<file path="config.mk">
export PLATFORM = sky130hd
export DESIGN_NAME = code_block_segmenter_crc24b
export DESIGN_NICKNAME = d
export VERILOG_FILES = /design/src/hdl/cbs_pkg.sv /design/src/hdl/cbs_front.sv /design/src/hdl/cbs_queue.sv /design/src/hdl/cbs_back.sv /design/src/hdl/code_block_segmenter_crc24b.sv
export SDC_FILE = /design/constraint.sdc
export NUM_CORES = 1
export LEC_CHECK = 0
export BUFFER_PORTS_ARGS = -buffer_cell sky130_fd_sc_hd__buf_2
export CAP_MARGIN = 10
export CORE_MARGIN = 2
export CORE_UTILIZATION = 55
export DETAILED_ROUTE_END_ITERATION = 12
export GPL_TIMING_DRIVEN = 0
export PLACE_DENSITY = 0.75
export SLEW_MARGIN = 0
export SYNTH_ARGS = -nofsm -noshare
export SYNTH_HDL_FRONTEND = slang
export SYNTH_SLANG_ARGS = --single-unit
</file>
<file path="constraint.sdc">
create_clock -name clk -period 3.69 [get_ports clk]
set_input_delay 0.738 -clock clk [delete_from_list [all_inputs] [get_ports clk]]
set_output_delay 0.738 -clock clk [all_outputs]
set_load 0.1 [all_outputs]
</file>
<file path="src/hdl/cbs_pkg.sv">
// shared types and constants for the code block segmenter with per-block crc24b
// no dependencies; imported by every module of the block
package cbs_pkg;

  localparam int CRC_WIDTH   = 24;
  localparam int CRC_IDX_W   = 5;
  localparam int LEN_W       = 14;
  localparam int BLK_W       = 8;
  localparam int CFG_DATA_W  = 14;
  localparam int CFG_IDX_W   = 2;
  localparam int QUEUE_DEPTH = 4;
  localparam int QPTR_W      = 2;
  localparam int QCNT_W      = 3;

  // x^24+x^23+x^6+x^5+x+1 without the leading term
  localparam logic [CRC_WIDTH-1:0] CRC_POLY = 24'h800063;

  // item_kind codes
  localparam logic [1:0] KIND_DATA = 2'd0;
  localparam logic [1:0] KIND_CRC  = 2'd1;
  localparam logic [1:0] KIND_FILL = 2'd2;

  // configuration register indexes
  localparam logic [CFG_IDX_W-1:0] CFG_CRC_ENABLE = 2'd0;
  localparam logic [CFG_IDX_W-1:0] CFG_DATA_BITS  = 2'd1;
  localparam logic [CFG_IDX_W-1:0] CFG_FILLER     = 2'd2;
  localparam logic [CFG_IDX_W-1:0] CFG_NUM_BLOCKS = 2'd3;

  typedef struct packed {
    logic             crc_enable;
    logic [LEN_W-1:0] data_bits;
    logic [LEN_W-1:0] filler_bits;
    logic [BLK_W-1:0] num_blocks;
  } cfg_t;

  // one classified input bit, as handed from front to back
  typedef struct packed {
    logic                 data_bit;
    logic [BLK_W-1:0]     blk;
    logic                 close;
    logic                 attach_crc;
    logic [CRC_WIDTH-1:0] crc;
    logic [LEN_W-1:0]     filler;
  } qentry_t;

endpackage

</file>
<file path="src/hdl/cbs_front.sv">
// front end: configuration registers, bit counter, running crc24b and block counter
// depends on cbs_pkg; pushes one classified entry per accepted bit into cbs_queue
module cbs_front
  import cbs_pkg::*;
(
  input  logic                  clk,
  input  logic                  rst,
  input  logic                  cfg_write,
  input  logic [CFG_IDX_W-1:0]  cfg_index,
  input  logic [CFG_DATA_W-1:0] cfg_data,
  input  logic                  in_valid,
  input  logic                  in_ready,
  input  logic                  data_bit,
  output logic                  push,
  output qentry_t               push_entry
);

  cfg_t                 cfg;
  logic [LEN_W-1:0]     bit_position;
  logic [CRC_WIDTH-1:0] crc_register;
  logic [BLK_W-1:0]     current_block;

  logic [LEN_W-1:0]     len;
  logic [BLK_W-1:0]     nblk;
  logic                 close;
  logic                 last_blk;
  logic                 fb;
  logic [CRC_WIDTH-1:0] crc_next;

  always_ff @(posedge clk) begin
    if (rst) begin
      cfg.crc_enable  <= 1'b0;
      cfg.data_bits   <= LEN_W'(8424);
      cfg.filler_bits <= '0;
      cfg.num_blocks  <= BLK_W'(1);
    end else if (cfg_write) begin
      unique case (cfg_index)
        CFG_CRC_ENABLE: cfg.crc_enable  <= cfg_data[0];
        CFG_DATA_BITS:  cfg.data_bits   <= cfg_data[LEN_W-1:0];
        CFG_FILLER:     cfg.filler_bits <= cfg_data[LEN_W-1:0];
        CFG_NUM_BLOCKS: cfg.num_blocks  <= cfg_data[BLK_W-1:0];
        default: ;
      endcase
    end
  end

  always_comb begin
    len      = (cfg.data_bits == '0) ? LEN_W'(1) : cfg.data_bits;
    nblk     = (cfg.num_blocks == '0) ? BLK_W'(1) : cfg.num_blocks;
    close    = ({1'b0, bit_position} + (LEN_W+1)'(1)) >= {1'b0, len};
    last_blk = ({1'b0, current_block} + (BLK_W+1)'(1)) >= {1'b0, nblk};
    fb       = data_bit ^ crc_register[CRC_WIDTH-1];
    crc_next = {crc_register[CRC_WIDTH-2:0], 1'b0} ^ (fb ? CRC_POLY : '0);
  end

  assign push                  = in_valid && in_ready;
  assign push_entry.data_bit   = data_bit;
  assign push_entry.blk        = current_block;
  assign push_entry.close      = close;
  assign push_entry.attach_crc = cfg.crc_enable && (nblk > BLK_W'(1));
  assign push_entry.crc        = crc_next;
  assign push_entry.filler     = cfg.filler_bits;

  always_ff @(posedge clk) begin
    if (rst) begin
      bit_position  <= '0;
      crc_register  <= '0;
      current_block <= '0;
    end else if (push) begin
      if (close) begin
        bit_position  <= '0;
        crc_register  <= '0;
        current_block <= last_blk ? '0 : current_block + BLK_W'(1);
      end else begin
        bit_position  <= bit_position + LEN_W'(1);
        crc_register  <= crc_next;
      end
    end
  end

endmodule

</file>
<file path="src/hdl/cbs_queue.sv">
// short queue of classified entries between front and back
// depends on cbs_pkg; head entry is shown as soon as it is stored
module cbs_queue
  import cbs_pkg::*;
(
  input  logic    clk,
  input  logic    rst,
  input  logic    push,
  input  qentry_t push_entry,
  output logic    not_full,
  input  logic    pop,
  output logic    head_valid,
  output qentry_t head
);

  qentry_t           entries [QUEUE_DEPTH];
  logic [QPTR_W-1:0] wr_ptr;
  logic [QPTR_W-1:0] rd_ptr;
  logic [QCNT_W-1:0] count;

  function automatic logic [QPTR_W-1:0] ptr_inc(input logic [QPTR_W-1:0] p);
    return (p == QPTR_W'(QUEUE_DEPTH-1)) ? '0 : p + QPTR_W'(1);
  endfunction

  assign not_full   = count != QCNT_W'(QUEUE_DEPTH);
  assign head_valid = count != '0;
  assign head       = entries[rd_ptr];

  always_ff @(posedge clk) begin
    if (push) begin
      entries[wr_ptr] <= push_entry;
    end
  end

  always_ff @(posedge clk) begin
    if (rst) begin
      wr_ptr <= '0;
      rd_ptr <= '0;
      count  <= '0;
    end else begin
      if (push) wr_ptr <= ptr_inc(wr_ptr);
      if (pop)  rd_ptr <= ptr_inc(rd_ptr);
      case ({push, pop})
        2'b10:   count <= count + QCNT_W'(1);
        2'b01:   count <= count - QCNT_W'(1);
        default: count <= count;
      endcase
    end
  end

endmodule

</file>
<file path="src/hdl/cbs_back.sv">
// back end: expands each queue entry into result items, one per cycle as
// out_ready allows; depends on cbs_pkg; drives the result output register
module cbs_back
  import cbs_pkg::*;
(
  input  logic             clk,
  input  logic             rst,
  input  logic             head_valid,
  input  qentry_t          head,
  output logic             pop,
  output logic             out_valid,
  input  logic             out_ready,
  output logic             out_bit,
  output logic [1:0]       item_kind,
  output logic [LEN_W-1:0] filler_count,
  output logic [BLK_W-1:0] block_index,
  output logic             block_end,
  output logic             run_last
);

  typedef enum logic [2:0] {
    ST_DATA = 3'b001,
    ST_CRC  = 3'b010,
    ST_FILL = 3'b100
  } back_state_t;

  back_state_t          state, state_next;
  logic [CRC_IDX_W-1:0] crc_cnt, crc_cnt_next;
  logic                 load;

  logic             r_bit;
  logic [1:0]       r_kind;
  logic [LEN_W-1:0] r_fill;
  logic             r_end;
  logic             r_last;

  assign load = head_valid && (!out_valid || out_ready);

  always_comb begin
    state_next   = state;
    crc_cnt_next = crc_cnt;
    pop          = 1'b0;
    r_bit        = 1'b0;
    r_kind       = KIND_DATA;
    r_fill       = '0;
    r_end        = 1'b0;
    r_last       = 1'b0;
    unique case (state)
      ST_DATA: begin
        r_bit  = head.data_bit;
        r_last = !head.close;
        if (load) begin
          if (!head.close)          pop        = 1'b1;
          else if (head.attach_crc) state_next = ST_CRC;
          else                      state_next = ST_FILL;
        end
      end
      ST_CRC: begin
        r_bit  = head.crc[CRC_IDX_W'(CRC_WIDTH-1) - crc_cnt];
        r_kind = KIND_CRC;
        if (load) begin
          if (crc_cnt == CRC_IDX_W'(CRC_WIDTH-1)) begin
            crc_cnt_next = '0;
            state_next   = ST_FILL;
          end else begin
            crc_cnt_next = crc_cnt + CRC_IDX_W'(1);
          end
        end
      end
      ST_FILL: begin
        r_kind = KIND_FILL;
        r_fill = head.filler;
        r_end  = 1'b1;
        r_last = 1'b1;
        if (load) begin
          pop        = 1'b1;
          state_next = ST_DATA;
        end
      end
      default: state_next = ST_DATA;
    endcase
  end

  always_ff @(posedge clk) begin
    if (rst) begin
      state     <= ST_DATA;
      crc_cnt   <= '0;
      out_valid <= 1'b0;
    end else begin
      state     <= state_next;
      crc_cnt   <= crc_cnt_next;
      out_valid <= head_valid || (out_valid && !out_ready);
    end
  end

  always_ff @(posedge clk) begin
    if (load) begin
      out_bit      <= r_bit;
      item_kind    <= r_kind;
      filler_count <= r_fill;
      block_index  <= head.blk;
      block_end    <= r_end;
      run_last     <= r_last;
    end
  end

`ifndef NO_ASSERTIONS
  a_crc_needs_entry: assert property (@(posedge clk) disable iff (rst)
    (state != ST_DATA) |-> head_valid)
    else $error("parity or filler phase without a queue entry");

  a_cnt_only_in_crc: assert property (@(posedge clk) disable iff (rst)
    (crc_cnt != '0) |-> (state == ST_CRC))
    else $error("parity counter running outside the parity phase");

  a_fill_closes_run: assert property (@(posedge clk) disable iff (rst)
    (out_valid && item_kind == KIND_FILL) |-> (block_end && run_last))
    else $error("filler item does not close block and run");

  a_crc_not_last: assert property (@(posedge clk) disable iff (rst)
    (out_valid && item_kind == KIND_CRC) |-> (!run_last && !block_end))
    else $error("parity bit marked as last");
`endif

endmodule

</file>
<file path="src/hdl/code_block_segmenter_crc24b.sv">
// top level of the code block segmenter with per-block crc24b
// depends on cbs_pkg, cbs_front, cbs_queue and cbs_back
//
// takes the crc-attached transport block one bit per transfer and cuts it into
// code blocks. every bit comes out as a data item and is folded into a running
// crc24b (zero start, msb first). when a block's data bits are complete, the 24
// parity bits follow if block crc is on and there is more than one block, then
// one filler-run item that carries filler_bits and marks block_end. run_last
// marks the last result caused by one input bit. the result channel moves one
// item per cycle while out_ready stays high, set by the back end's single output
// register; an input bit that does not close a block yields one result item, so
// bits stream at one per cycle while out_ready stays high. a closing bit expands
// into 2 or 26 result items, one per cycle as out_ready allows, while the front
// keeps taking bits into a four-entry queue until it fills and in_ready drops.
// configuration writes take effect on the next input bit and do not clear the
// running state; write them only while idle.
module code_block_segmenter_crc24b
  import cbs_pkg::*;
(
  input  logic                  clk,
  input  logic                  rst,
  // configuration write port
  input  logic                  cfg_write,
  input  logic [CFG_IDX_W-1:0]  cfg_index,
  input  logic [CFG_DATA_W-1:0] cfg_data,
  // input bit channel
  input  logic                  in_valid,
  output logic                  in_ready,
  input  logic                  data_bit,
  // result channel
  output logic                  out_valid,
  input  logic                  out_ready,
  output logic                  out_bit,
  output logic [1:0]            item_kind,
  output logic [LEN_W-1:0]      filler_count,
  output logic [BLK_W-1:0]      block_index,
  output logic                  block_end,
  output logic                  run_last
);

  // front to queue
  logic    push;
  qentry_t push_entry;
  // queue to back
  logic    head_valid;
  qentry_t head;
  logic    pop;

  // counters, crc and config live in the front; it runs whenever the queue has room
  cbs_front u_front (
    .clk        (clk),
    .rst        (rst),
    .cfg_write  (cfg_write),
    .cfg_index  (cfg_index),
    .cfg_data   (cfg_data),
    .in_valid   (in_valid),
    .in_ready   (in_ready),
    .data_bit   (data_bit),
    .push       (push),
    .push_entry (push_entry)
  );

  // decouples the bit stream from the parity tail expansion
  cbs_queue u_queue (
    .clk        (clk),
    .rst        (rst),
    .push       (push),
    .push_entry (push_entry),
    .not_full   (in_ready),
    .pop        (pop),
    .head_valid (head_valid),
    .head       (head)
  );

  // walks data, parity and filler phases for the head entry
  cbs_back u_back (
    .clk          (clk),
    .rst          (rst),
    .head_valid   (head_valid),
    .head         (head),
    .pop          (pop),
    .out_valid    (out_valid),
    .out_ready    (out_ready),
    .out_bit      (out_bit),
    .item_kind    (item_kind),
    .filler_count (filler_count),
    .block_index  (block_index),
    .block_end    (block_end),
    .run_last     (run_last)
  );

endmodule

</file>
==> flow_metrics.py <==
metrics = {
    "setup_path": {
        "crit_family": "simple AND/OR/NAND/NOR gates",
        "reg2regPathDepth": 15,
        "cp_cell_sequence": "clkbuf_4 > nand4_1 > nor2_4 > buf_4 > nand4_1 > xnor2_1 > ha_1 > and3_1 > and4_2 > a221oi_2 > inv_2 > a31oi_4 > buf_6 > buf_4 > nand2_1",
        "r2r-end": "u_queue.entries[3][39]$_DFFE_PP_",
        "reg2reg_from": "u_front.bit_position[3]$_SDFFE_PP0P_",
        "cp.required_ns": 3.88,
        "worstSetupStartpointType": "register",
        "path_max_fanout": 10,
        "path_buf_inv": 5,
        "crit_slowest_cell": "a221oi_2",
        "crit_type": "reg -> reg",
        "crit_path_max_incr_delay_ns": 0.31,
        "rrSetupSlack_ns": 0.08,
        "cp-end-kind": "register",
        "crit_arrival_ns": 3.81,
    },
    "detailed_routing": {
        "drc": 0,
        "vias_per_cell": 5.84,
        "drt_iter0_drc": 742,
        "wl_per_cell_um": 19.8,
        "vias": 8365,
        "ant_nets": 0,
        "drt_pass1_iterations": 5,
        "drt-total-wl_um": 28300,
    },
    "clock_network": {
        "clk_pin_slew_worst_paths_ns": 0.06,
        "cts.sinks": 323,
        "htree_levels": 2,
        "clkLatencyLatePin_ns": 0.52,
        "clk_path_buf_depth": 3,
        "cts_buffers": 34,
        "cts-root-buf": "clkbuf_16",
        "cts_tree": "built",
    },
    "timing": {
        "worst_slack_ns": 0.0757,
        "hold_slack_ns": 0.458,
        "tightest_slew_ns": 0.998,
        "timing.final.crit_share_pct": 97.9,
        "finClkSkew_ns": 0.0216,
        "final.setup.tns_ns": 0,
        "max_slew_margin_pct": 33.3,
        "maxSlewViolCount": 0,
        "hold_viol_final": 0,
        "fin_crit_ns": 3.61,
        "setup_viol": 0,
        "fmax_ghz": 0.277,
    },
    "pwr": {
        "ir_drop_v": 0.000620,
        "p_per_area_nw_per_um2": 710,
        "p_leak_nw": 5.35,
        "finalPower_mw": 10.9,
    },
    "floorplanning": {
        "die_h_um": 159,
        "rows": 56,
        "start_util_pct": 56.3,
        "coreArea_um2": 23600,
        "die_x_um": 159,
        "dieArea_um2": 25400,
        "io_pins": 51,
    },
    "layout": {
        "utilization_pct": 65.2,
        "final_nets": 1142,
        "syn_to_final_growth_pct": 15.9,
        "final_layout_size_suffix_gt1_share_pct": 18.6,
        "fillerInstances": 1698,
        "stdcell_area_um2": 15400,
        "stdcell_count": 1432,
        "n_antenna_cell": 0,
    },
    "flow_run": {
        "maxCapViolations": 0,
    },
    "synthesis": {
        "seq_area_frac_synth_pct": 65.4,
        "yosys_most_used_dff": "edfxtp_1",
        "ys_seq_elements": 323,
        "netlist_instances": 989,
        "synth_area_leaders": "edfxtp_1 (50%), dfxtp_1 (15%), mux4_2 (7.1%)",
        "syn_avg_cell_area_um2": 13.4,
        "synth_edf_count": 222,
        "synthArstFlopShare_pct": 0,
        "synth_area_leader_cell": "edfxtp_1",
        "synth_top_area_share_pct": 50.2,
        "yosysWarnings": 0,
        "synthesis.nets": 1044,
        "ys_types": 56,
        "syn_area_um2": 13300,
    },
    "worst_hold_path": {
        "worstHoldEndpoint": "u_front.cfg[24]$_SDFFE_PP0P_",
        "hold_path.class": "reg -> reg",
        "hp-start": "u_front.cfg[24]$_SDFFE_PP0P_",
        "hold_depth": 2,
    },
    "placed_design": {
        "place.gp.congestion": 0.869,
        "io_buffers": 49,
        "preCtsSetupSlack_ns": -0.315,
        "post-place-cells": 1362,
        "dpl_cell_area_um2": 14100,
        "post-dp-hpwl_um": 18600,
    },
    "global_routing": {
        "grt_pass1_wl_um": 44800,
        "grt_use_total_pct": 22.6,
        "antenna_found_initial": 0,
        "grt-ovfl-total": 0,
        "grt_pass1_vias": 8118,
        "grt_start_max_net_pins": 34,
    },
    "status": {
        "status": "finished clean",
    },
}
## logic make-up after synthesis
group,count (synthesis),synth area share [%]
adder cells (fa/ha/maj),33,3.16
XOR/XNOR,29,1.91
buffers and inverters,91,2.85
flip-flops,323,65.4
multiplexers,67,9.00
AO/OA/AOI/OAI,133,6.44
AND/OR/NAND/NOR,313,11.3
## worst min-delay path: stages (launching register included)
cell and delay (ns):
dfxtp_1 0.31, nand2_1 0.05, a21oi_1 0.05
## synthesized netlist by cell type (6+ instances only)
library cell    n
o211ai_1        6
xnor2_1        20
dfxtp_1       101
nand2_1       138
clkbuf_1       34
nand3_1        25
and2_1         17
mux2i_1        25
xor2_1          9
a31oi_1         6
a21oi_1        74
buf_2          12
mux4_2         42
nor2b_1         7
edfxtp_1      222
buf_4           6
nor2_1         36
nor3_1         10
nand4_1        40
ha_1           32
a32oi_1         7
nand2b_1        6
and3_1          9
inv_1          33
nor4_1          6
a21o_1          9
## flip-flops by register name, summed over array words and instances (netlist names), 2 cells and up, named ones only
register,flops
u_queue.entries,196
u_front.crc_register,24
u_front.cfg,23
u_back.filler_count,14
u_front.bit_position,14
u_front.push_entry,14
u_back.block_index,8
u_front.current_block,8
u_back.crc_cnt,5
u_back.state,3
u_queue.count,3
u_queue.rd_ptr,2
u_queue.wr_ptr,2
## how the worst max path moves through the flow
stage / startpoint / to / cells past startpoint
finish: u_front.bit_position[3]$_SDFFE_PP0P_ / u_queue.entries[3][39]$_DFFE_PP_ / 15
global route: u_front.bit_position[3]$_SDFFE_PP0P_ / u_front.crc_register[10]$_SDFFE_PP0P_ / 17
CTS: u_front.bit_position[0]$_SDFFE_PP0P_ / u_queue.entries[3][39]$_DFFE_PP_ / 14
detailed placement: u_front.bit_position[3]$_SDFFE_PP0P_ / u_queue.entries[3][39]$_DFFE_PP_ / 15
global placement: out_ready / u_queue.count[2]$_SDFFE_PP0P_ / 11
floorplan: u_queue.count[0]$_SDFFE_PP0P_ / u_queue.count[2]$_SDFFE_PP0P_ / 13
## timing repair
item	CTS	global route
resized for setup	6	14
pin swaps	2	8
endpoints found under the hold margin	0	0
setup endpoints to repair	46	44
hold buffers	0	0
buffers inserted	4	4
## cells in the final DEF (no fill, tap or decap), types with 20 or more instances in the layout
master / synthesis / layout
clkbuf_16: 0 / 36
mux4_2: 42 / 42
mux2i_1: 25 / 25
inv_1: 33 / 33
a21oi_1: 74 / 72
nand2_1: 138 / 138
buf_2: 12 / 60
edfxtp_1: 222 / 222
nand3_1: 25 / 23
nor2_1: 36 / 33
ha_1: 32 / 31
xnor2_1: 20 / 20
clkbuf_1: 34 / 37
nand4_1: 40 / 40
dfxtp_1: 101 / 100
## area by class of cell
type	instances	area (um2)	share of cell area (%)
sequential	323	8690	56.4
multi-input combinational	575	4310	28.0
clock buffer	46	982	6.38
timing repair buffer	62	418	2.71
tap	319	399	2.59
buffer	57	260	1.69
clock inverter	16	218	1.41
inverter	34	128	0.828
## metal layers
| metal | GRT usage, % | share of wire [%] | vias to the layer above |
|---|---|---|---|
| met5 | 0 | 0 | - |
| met4 | 6.57 | 2.5 | 0 |
| met3 | 4.22 | 6.2 | 56 |
| met2 | 36.7 | 49 | 288 |
| met1 | 31.4 | 42 | 4133 |
| li1 | - | - | 3888 |
## power by group
group	switching, mW	internal, mW
combinational	2.15	0.723
clock	1.38	2.17
sequential	0.143	4.37
Note: power is estimated with default switching activity, not from simulation.
